==> config.mk <==
export PLATFORM = sky130hd
export DESIGN_NAME = distance_vector_route_table_core
export DESIGN_NICKNAME = d
export VERILOG_FILES = /design/src/design/dvrt_pkg.sv /design/src/design/dvrt_table.sv /design/src/design/distance_vector_route_table_core.sv
export SDC_FILE = /design/constraint.sdc
export NUM_CORES = 1
export LEC_CHECK = 0
export ABC_AREA = 1
export BUFFER_PORTS_ARGS = -buffer_cell sky130_fd_sc_hd__buf_2
export CORE_MARGIN = 10
export CORE_UTILIZATION = 48
export CTS_BUF_LIST = sky130_fd_sc_hd__clkbuf_2 sky130_fd_sc_hd__clkbuf_4 sky130_fd_sc_hd__clkbuf_8
export CTS_CLUSTER_DIAMETER = 60
export DETAILED_ROUTE_END_ITERATION = 12
export PLACE_DENSITY = 0.68
export SLEW_MARGIN = 30
export SYNTH_ARGS = -nofsm -noshare
export SYNTH_HDL_FRONTEND = slang
export SYNTH_SLANG_ARGS = --single-unit
==> constraint.sdc <==
create_clock -name clk -period 7.8 [get_ports clk]
set_input_delay 0.39 -clock clk [delete_from_list [all_inputs] [get_ports clk]]
set_output_delay 0.39 -clock clk [all_outputs]
set_load 0.01 [all_outputs]
==> src/design/dvrt_pkg.sv <==
// Shared constants and types for the distance-vector route table.
// Used by the table storage, the core sequencer and the port checker.
`timescale 1ns / 1ps
`default_nettype none

package dvrt_pkg;

    localparam int METRIC_W = 5;
    localparam int HOP_W    = 2;
    localparam int COUNT_W  = 6;

    localparam logic [METRIC_W-1:0] UNREACH   = 5'd16;
    localparam logic [COUNT_W-1:0]  COUNT_MAX = 6'd63;

    typedef logic [1:0] cmd_t;

    localparam cmd_t CMD_SET   = 2'd0;
    localparam cmd_t CMD_ROUND = 2'd1;
    localparam cmd_t CMD_READ  = 2'd2;
    localparam cmd_t CMD_CLEAR = 2'd3;

endpackage

`default_nettype wire

==> src/design/dvrt_table.sv <==
// Metric and next-hop storage: one write port, two registered read ports.
// Entries never written since reset or clear read as their reset values.
// Depends on dvrt_pkg.
`timescale 1ns / 1ps
`default_nettype none

module dvrt_table #(
    parameter int ROUTERS = 4
) (
    input  wire logic                          clk,
    input  wire logic                          rst_n,
    input  wire logic                          clear,
    input  wire logic                          wr_en,
    input  wire logic [$clog2(ROUTERS)-1:0]    wr_row,
    input  wire logic [$clog2(ROUTERS)-1:0]    wr_col,
    input  wire logic [dvrt_pkg::METRIC_W-1:0] wr_metric,
    input  wire logic [$clog2(ROUTERS)-1:0]    wr_hop,
    input  wire logic [$clog2(ROUTERS)-1:0]    a_row,
    input  wire logic [$clog2(ROUTERS)-1:0]    a_col,
    input  wire logic [$clog2(ROUTERS)-1:0]    b_row,
    input  wire logic [$clog2(ROUTERS)-1:0]    b_col,
    output logic      [dvrt_pkg::METRIC_W-1:0] a_metric,
    output logic      [$clog2(ROUTERS)-1:0]    a_hop,
    output logic      [dvrt_pkg::METRIC_W-1:0] b_metric,
    output logic      [$clog2(ROUTERS)-1:0]    b_hop
);

    localparam int IW       = $clog2(ROUTERS);
    localparam int DEPTH    = ROUTERS * ROUTERS;
    localparam int AW       = $clog2(DEPTH);
    localparam int METRIC_W = dvrt_pkg::METRIC_W;

    logic [METRIC_W-1:0] metric_mem [DEPTH];
    logic [IW-1:0]       hop_mem    [DEPTH];
    logic [DEPTH-1:0]    valid_reg;

    logic [AW-1:0] wr_addr;
    logic [AW-1:0] a_addr;
    logic [AW-1:0] b_addr;

    logic [METRIC_W-1:0] a_metric_reg;
    logic [IW-1:0]       a_hop_reg;
    logic                a_valid_reg;
    logic                a_diag_reg;
    logic [IW-1:0]       a_row_reg;
    logic [METRIC_W-1:0] b_metric_reg;
    logic [IW-1:0]       b_hop_reg;
    logic                b_valid_reg;
    logic                b_diag_reg;
    logic [IW-1:0]       b_row_reg;

    assign wr_addr = AW'(wr_row) * AW'(ROUTERS) + AW'(wr_col);
    assign a_addr  = AW'(a_row) * AW'(ROUTERS) + AW'(a_col);
    assign b_addr  = AW'(b_row) * AW'(ROUTERS) + AW'(b_col);

    always_ff @(posedge clk)
    begin
        if (wr_en)
        begin
            metric_mem[wr_addr] <= wr_metric;
            hop_mem[wr_addr]    <= wr_hop;
        end
        a_metric_reg <= metric_mem[a_addr];
        a_hop_reg    <= hop_mem[a_addr];
        a_valid_reg  <= valid_reg[a_addr];
        a_diag_reg   <= (a_row == a_col);
        a_row_reg    <= a_row;
        b_metric_reg <= metric_mem[b_addr];
        b_hop_reg    <= hop_mem[b_addr];
        b_valid_reg  <= valid_reg[b_addr];
        b_diag_reg   <= (b_row == b_col);
        b_row_reg    <= b_row;
    end

    // A clear drops every valid bit at once, which restores the reset contents.
    always_ff @(posedge clk or negedge rst_n)
    begin
        if (!rst_n)
        begin
            valid_reg <= '0;
        end
        else if (clear)
        begin
            valid_reg <= '0;
        end
        else if (wr_en)
        begin
            valid_reg[wr_addr] <= 1'b1;
        end
    end

    always_comb
    begin
        a_metric = a_valid_reg ? a_metric_reg : (a_diag_reg ? '0 : dvrt_pkg::UNREACH);
        a_hop    = a_valid_reg ? a_hop_reg    : (a_diag_reg ? a_row_reg : '0);
        b_metric = b_valid_reg ? b_metric_reg : (b_diag_reg ? '0 : dvrt_pkg::UNREACH);
        b_hop    = b_valid_reg ? b_hop_reg    : (b_diag_reg ? b_row_reg : '0);
    end

endmodule

`default_nettype wire

==> src/design/distance_vector_route_table_core.sv <==
// Distance-vector route table core: command decode, round sequencer, output register.
// Depends on dvrt_pkg and dvrt_table.
//
// Usage: one command item enters on the input channel (in_valid / in_ready) and
// exactly one result item leaves on the output channel (out_valid / out_ready).
// in_ready is high only while the sequencer is idle; one item is in work at a time.
// Set link and clear take effect at the accepting edge and go straight to the
// push state; a read first passes through the read-data state.
// An update round walks every (source, neighbor) pair, then every destination,
// through one adder and one comparator fed by the two table read ports: a
// diagonal pair is skipped, a pair with an unreachable link ends at the link
// check, and a pair with a reachable link visits each destination in turn.
// Results wait in the output register while the receiver stalls; the core goes
// back to idle only once the result has been loaded there, so a new command may
// be accepted while the previous result is still waiting to be taken.
// Reset (rst_n low) restores the table to its reset contents immediately and
// empties the output register; no clearing pass is needed.
`timescale 1ns / 1ps
`default_nettype none

module distance_vector_route_table_core #(
    parameter int ROUTERS = 4
) (
    input  wire logic                          clk,
    input  wire logic                          rst_n,
    input  wire logic                          in_valid,
    output logic                               in_ready,
    input  wire logic [1:0]                    command,
    input  wire logic [1:0]                    router,
    input  wire logic [1:0]                    target,
    input  wire logic [dvrt_pkg::METRIC_W-1:0] link_metric,
    output logic                               out_valid,
    input  wire logic                          out_ready,
    output logic      [dvrt_pkg::METRIC_W-1:0] route_metric,
    output logic      [dvrt_pkg::HOP_W-1:0]    route_next_hop,
    output logic                               reachable,
    output logic      [dvrt_pkg::COUNT_W-1:0]  relax_count
);

    localparam int IW       = $clog2(ROUTERS);
    localparam int METRIC_W = dvrt_pkg::METRIC_W;
    localparam int HOP_W    = dvrt_pkg::HOP_W;
    localparam int COUNT_W  = dvrt_pkg::COUNT_W;
    localparam logic [IW-1:0] LAST = IW'(ROUTERS - 1);

    localparam logic [2:0] ST_IDLE     = 3'd0;
    localparam logic [2:0] ST_RD_DATA  = 3'd1;
    localparam logic [2:0] ST_LINK     = 3'd2;
    localparam logic [2:0] ST_LINK_CHK = 3'd3;
    localparam logic [2:0] ST_DST      = 3'd4;
    localparam logic [2:0] ST_CMP      = 3'd5;
    localparam logic [2:0] ST_PUSH     = 3'd6;

    logic [2:0]          state_reg, state_next;
    logic [IW-1:0]       src_reg, src_next;
    logic [IW-1:0]       nbr_reg, nbr_next;
    logic [IW-1:0]       dst_reg, dst_next;
    logic [METRIC_W-1:0] link_reg, link_next;
    logic [COUNT_W-1:0]  count_reg, count_next;
    logic                rd_in_range_reg, rd_in_range_next;

    logic [METRIC_W-1:0] res_metric_reg, res_metric_next;
    logic [HOP_W-1:0]    res_hop_reg, res_hop_next;
    logic                res_reach_reg, res_reach_next;
    logic [COUNT_W-1:0]  res_count_reg, res_count_next;

    logic                out_valid_reg, out_valid_next;
    logic [METRIC_W-1:0] out_metric_reg;
    logic [HOP_W-1:0]    out_hop_reg;
    logic                out_reach_reg;
    logic [COUNT_W-1:0]  out_count_reg;
    logic                out_load;

    logic                clear;
    logic                wr_en;
    logic [IW-1:0]       wr_row, wr_col, wr_hop;
    logic [METRIC_W-1:0] wr_metric;
    logic [IW-1:0]       a_row, a_col, b_row, b_col;
    logic [METRIC_W-1:0] a_metric, b_metric;
    logic [IW-1:0]       a_hop, b_hop;

    logic                accept;
    logic                in_range;
    logic [METRIC_W:0]   cand;
    logic                advance_pair;

    dvrt_table #(
        .ROUTERS (ROUTERS)
    ) u_table (
        .clk       (clk),
        .rst_n     (rst_n),
        .clear     (clear),
        .wr_en     (wr_en),
        .wr_row    (wr_row),
        .wr_col    (wr_col),
        .wr_metric (wr_metric),
        .wr_hop    (wr_hop),
        .a_row     (a_row),
        .a_col     (a_col),
        .b_row     (b_row),
        .b_col     (b_col),
        .a_metric  (a_metric),
        .a_hop     (a_hop),
        .b_metric  (b_metric),
        .b_hop     (b_hop)
    );

    assign in_ready = (state_reg == ST_IDLE);
    assign accept   = in_valid && in_ready;
    assign in_range = (32'(router) < ROUTERS) && (32'(target) < ROUTERS);
    assign cand     = {1'b0, a_metric} + {1'b0, link_reg};

    always_comb
    begin
        state_next     = state_reg;
        src_next       = src_reg;
        nbr_next       = nbr_reg;
        dst_next       = dst_reg;
        link_next      = link_reg;
        count_next     = count_reg;
        rd_in_range_next = rd_in_range_reg;
        res_metric_next = res_metric_reg;
        res_hop_next    = res_hop_reg;
        res_reach_next  = res_reach_reg;
        res_count_next  = res_count_reg;
        advance_pair   = 1'b0;
        clear          = 1'b0;
        wr_en          = 1'b0;
        wr_row         = nbr_reg;
        wr_col         = dst_reg;
        wr_hop         = src_reg;
        wr_metric      = cand[METRIC_W-1:0];
        a_row          = src_reg;
        a_col          = dst_reg;
        b_row          = nbr_reg;
        b_col          = dst_reg;

        unique case (state_reg)
            ST_IDLE:
            begin
                a_row = IW'(router);
                a_col = IW'(target);
                if (accept)
                begin
                    res_metric_next = '0;
                    res_hop_next    = '0;
                    res_reach_next  = 1'b0;
                    res_count_next  = '0;
                    rd_in_range_next = in_range;
                    unique case (command)
                        dvrt_pkg::CMD_SET:
                        begin
                            wr_en     = in_range && (router != target);
                            wr_row    = IW'(router);
                            wr_col    = IW'(target);
                            wr_hop    = IW'(target);
                            wr_metric = (link_metric > dvrt_pkg::UNREACH) ?
                                        dvrt_pkg::UNREACH : link_metric;
                            state_next = ST_PUSH;
                        end
                        dvrt_pkg::CMD_ROUND:
                        begin
                            src_next   = '0;
                            nbr_next   = '0;
                            count_next = '0;
                            state_next = ST_LINK;
                        end
                        dvrt_pkg::CMD_READ:
                        begin
                            state_next = ST_RD_DATA;
                        end
                        dvrt_pkg::CMD_CLEAR:
                        begin
                            clear      = 1'b1;
                            state_next = ST_PUSH;
                        end
                        default:
                        begin
                            state_next = ST_PUSH;
                        end
                    endcase
                end
            end
            ST_RD_DATA:
            begin
                res_metric_next = rd_in_range_reg ? a_metric : dvrt_pkg::UNREACH;
                res_hop_next    = rd_in_range_reg ? HOP_W'(a_hop) : '0;
                res_reach_next  = rd_in_range_reg && (a_metric < dvrt_pkg::UNREACH);
                state_next      = ST_PUSH;
            end
            ST_LINK:
            begin
                a_row = src_reg;
                a_col = nbr_reg;
                if (nbr_reg == src_reg)
                begin
                    advance_pair = 1'b1;
                end
                else
                begin
                    state_next = ST_LINK_CHK;
                end
            end
            ST_LINK_CHK:
            begin
                if (a_metric == dvrt_pkg::UNREACH)
                begin
                    advance_pair = 1'b1;
                end
                else
                begin
                    link_next  = a_metric;
                    dst_next   = '0;
                    state_next = ST_DST;
                end
            end
            ST_DST:
            begin
                // The source's own column is never relaxed.
                if (dst_reg == src_reg)
                begin
                    if (dst_reg == LAST)
                    begin
                        advance_pair = 1'b1;
                    end
                    else
                    begin
                        dst_next = dst_reg + 1'b1;
                    end
                end
                else
                begin
                    state_next = ST_CMP;
                end
            end
            ST_CMP:
            begin
                if (cand < {1'b0, b_metric})
                begin
                    wr_en = 1'b1;
                    if (count_reg != dvrt_pkg::COUNT_MAX)
                    begin
                        count_next = count_reg + 1'b1;
                    end
                end
                if (dst_reg == LAST)
                begin
                    advance_pair = 1'b1;
                end
                else
                begin
                    dst_next   = dst_reg + 1'b1;
                    state_next = ST_DST;
                end
            end
            ST_PUSH:
            begin
                if (!out_valid_reg || out_ready)
                begin
                    state_next = ST_IDLE;
                end
            end
            default:
            begin
                state_next = ST_IDLE;
            end
        endcase

        if (advance_pair)
        begin
            state_next = ST_LINK;
            if (nbr_reg == LAST)
            begin
                nbr_next = '0;
                if (src_reg == LAST)
                begin
                    res_count_next = count_next;
                    state_next     = ST_PUSH;
                end
                else
                begin
                    src_next = src_reg + 1'b1;
                end
            end
            else
            begin
                nbr_next = nbr_reg + 1'b1;
            end
        end
    end

    assign out_load = (state_reg == ST_PUSH) && (!out_valid_reg || out_ready);

    always_comb
    begin
        out_valid_next = out_valid_reg && !out_ready;
        if (out_load)
        begin
            out_valid_next = 1'b1;
        end
    end

    always_ff @(posedge clk or negedge rst_n)
    begin
        if (!rst_n)
        begin
            state_reg     <= ST_IDLE;
            out_valid_reg <= 1'b0;
        end
        else
        begin
            state_reg     <= state_next;
            out_valid_reg <= out_valid_next;
        end
    end

    always_ff @(posedge clk)
    begin
        src_reg        <= src_next;
        nbr_reg        <= nbr_next;
        dst_reg        <= dst_next;
        link_reg       <= link_next;
        count_reg      <= count_next;
        rd_in_range_reg <= rd_in_range_next;
        res_metric_reg <= res_metric_next;
        res_hop_reg    <= res_hop_next;
        res_reach_reg  <= res_reach_next;
        res_count_reg  <= res_count_next;
        if (out_load)
        begin
            out_metric_reg <= res_metric_reg;
            out_hop_reg    <= res_hop_reg;
            out_reach_reg  <= res_reach_reg;
            out_count_reg  <= res_count_reg;
        end
    end

    assign out_valid      = out_valid_reg;
    assign route_metric   = out_metric_reg;
    assign route_next_hop = out_hop_reg;
    assign reachable      = out_reach_reg;
    assign relax_count    = out_count_reg;

endmodule

`default_nettype wire

==> reports/summary.txt <==
Status: completed
Number of global-route vias before repair: 7015
Register bit count reported by yosys: 195
Final Max Tran Viols: 0
Crit path arrival time: 3.97 ns
GRT Residual Overflow: 0
Cell Chain, Critical Path: nand2_1, inv_1, ha_1, inv_1, fa_1, o21ai_0, xor2_1, ha_1, nor2_1, nand3_1, nand2_4, nand2_1, nor2_1
Top Layer Used: met4
Reg2reg path depth: 13
CTS Sinks: 195
Final Hold Viols: 0
Total GRT Usage: 19.4%
Top_reg_cell synth: edfxtp_1
First-pass GRT wire length: 39400 µm
I/O Pins: 31
Row cnt: 52
GP Congestion: 0.892
DP Wirelength: 17300 µm
Post-synthesis sequential area ratio: 55.9%
Worst hold path class: in2reg
Worst slew margin: 34.8%
Area grow syn2layout: 7.31%
Starting Density: 48.4%
Tcrit/Tclk final: 49.4%
Largest net degree at the start of global routing: 74
Clk_skew: 0.0228 ns
Worst Setup SP: u_table.a_valid_reg
Dominant cells by area after synthesis: edfxtp_1 44%, nand2_1 7.9%, dfxtp_1 6.6%, inv_1 5.7%, dfrtp_1 5.1%
Drc violations: 0
Total wire length: 25300 µm
Synthesized area: 9730 µm²
Max FFs per register: 80
Static Leak: 0.00439 µW
DR iter-0 viols: 1139
R2r setup slk: 3.95 ns
Slowest cell on the critical path: dfxtp_1
Fmax: 0.259 GHz
Share of post-route cells with drive strength above 1: 12.0%
Fillers: 1804
CTS Buf Count: 17
Mapped Nets: 1040
RSZ-0062 raised after global routing: false
Share of the synthesized area in the top cell type: 44.1%
PortBufs: 30
Max FO, Critical Path: 17
Worst R2R End: u_table.metric_mem[13][3]
Fin crit period: 3.85 ns
Final TNS setup: 0 ns
Clock tree buffer depth: 2
VDD IR max: 187 µV
Chip Height: 162 µm
Reg clk slew, reported paths: 0.10 ns
Critical path type: reg2reg
Final nets: 1052
Synth area leader: edfxtp_1
Core ar.: 20100 µm²
Routed len/inst: 19.4 µm
Crit path to: u_table.metric_mem[13][3]
Slowest stage delay, CP: 0.54 ns
Post-synth EDFFs: 143
Crit start category: flop
Synth unique cells: 48
M1 WL: 10600 µm
WP depth: 13
Post-route ant nets: 0
Drt pass-1 iters: 8
Crit end category: flop
H-tree depth: 4
Mean Syn Cell Area: 9.66 µm²
Crit-path leading delay family: simple AND/OR/NAND/NOR gates
CTS tree: done
Worst path required time: 7.92 ns
Die ar.: 26400 µm²
Vias per inst: 5.61
Async SR Flop Fraction: 10.3%
Routed wl met2: 11500 µm
Root buf cell: clkbuf_8
Post-cts sizing count: 0
Power, Total: 4410 µW
Setup-failing EPs final: 0
RR Startpoint: u_table.a_valid_reg
DR WL met3: 2140 µm
Yosys Warn Count: 0
Clk_lat worst skew: 0.49 ns
Max capacitance violation total: 0
Worst slew pin tran: 0.978 ns
Die X: 162 µm
WP buf/inv: 2
Post-Syn Instances: 1007
Via Count: 7307
Initial antenna violation count: 1
Diode count: 0
Pwr Density: 422 nW/µm²
[kinds of logic (layout without fill, tap and decap cells)]
logic type,Yosys count,count (layout),share of synthesized area [%]
XOR/XNOR,9,9,0.810
AND/OR/NAND/NOR,363,363,17.2
adder cells (fa/ha/maj),18,18,2.39
AO/OA/AOI/OAI,217,217,14.6
buffers and inverters,205,230,9.08
flip-flops,195,195,55.9
[cell usage after synthesis (8+ instances only)]
cell       instances
o21ai_1            8
inv_2             10
nor2_1            25
buf_4              8
ha_1              17
dfxtp_1           32
inv_1            148
nand2_1          206
nand3_2           12
dfrtp_1           20
a21oi_1           41
buf_6              8
edfxtp_1         143
nand3_1           91
clkbuf_1          11
a21boi_1          11
buf_2             15
o21ai_0           59
o2111ai_1          8
o211ai_1          66
[layout make-up]
class	count	area, µm²	area share, %
clock buffer	20	275	2.64
tap	270	338	3.24
sequential	195	5440	52.1
timing repair buffer	35	190	1.82
clock inverter	12	140	1.34
multi-input combinational	607	3440	33.0
inverter	163	617	5.91
[power by group]
group          switching [µW]  total, µW  internal (µW)
combinational            1540       2120            588
sequential                128       1590           1470
clock                     375        693            318
total                    2040       4410           2370
[stage by stage]
stage / util (%) / cells / hold slack [ns] / worst slack (ns) / area [µm²]
floorplan: - / 1007 / 0.0944 / 4.69 / 9730
global placement: 49.8 / 1269 / 0.405 / 4.04 / 10000
detailed placement: 49.8 / 1269 / 0.405 / 4.03 / 10000
CTS: 51.9 / 1302 / 0.186 / 3.97 / 10400
global route: 51.9 / 1302 / 0.210 / 3.68 / 10400
finish: 51.9 / 1302 / 0.212 / 3.95 / 10400
[timing repair]
item / in CTS / in global routing
endpoints found under the hold margin: 20 / 0
buffers inserted: 0 / 0
hold buffers: 1 / 0
[worst min path at each step]
stage | start | endpoint | depth (start not counted)
after floorplan | rst_n | out_valid | 0
after global placement | res_hop_reg[0] | route_next_hop[0] | 0
after detailed placement | res_metric_reg[1] | route_metric[1] | 0
after CTS | out_ready | out_valid | 4
after global routing | in_valid | state_reg[2] | 3
final | out_ready | out_valid | 4
[metal layers]
metal,vias to the layer above,track usage [%]
li1,3460,-
met1,3432,25.0
met2,346,30.1
met3,69,4.63
met4,0,9.55
met5,-,0
[worst reg2reg max path, stage by stage, from the launching register on]
cell and delay, ns:
dfxtp_1 0.54, nand2_1 0.16, inv_1 0.10, ha_1 0.20
inv_1 0.07, fa_1 0.39, o21ai_0 0.24, xor2_1 0.12
ha_1 0.21, nor2_1 0.28, nand3_1 0.29, nand2_4 0.33
nand2_1 0.10, nor2_1 0.48
[layout by cell type (no fill, tap or decap), types with 17 or more instances in the layout]
cell type  instances
o21ai_0           55
dfxtp_1           32
nand3_1           91
dfrtp_1           20
inv_1            148
o211ai_1          66
buf_2             30
nand2_1          206
nor2_1            25
edfxtp_1         143
ha_1              17
clkbuf_8          20
a21oi_1           41
No activity file was read; power rests on OpenSTA's default activity.
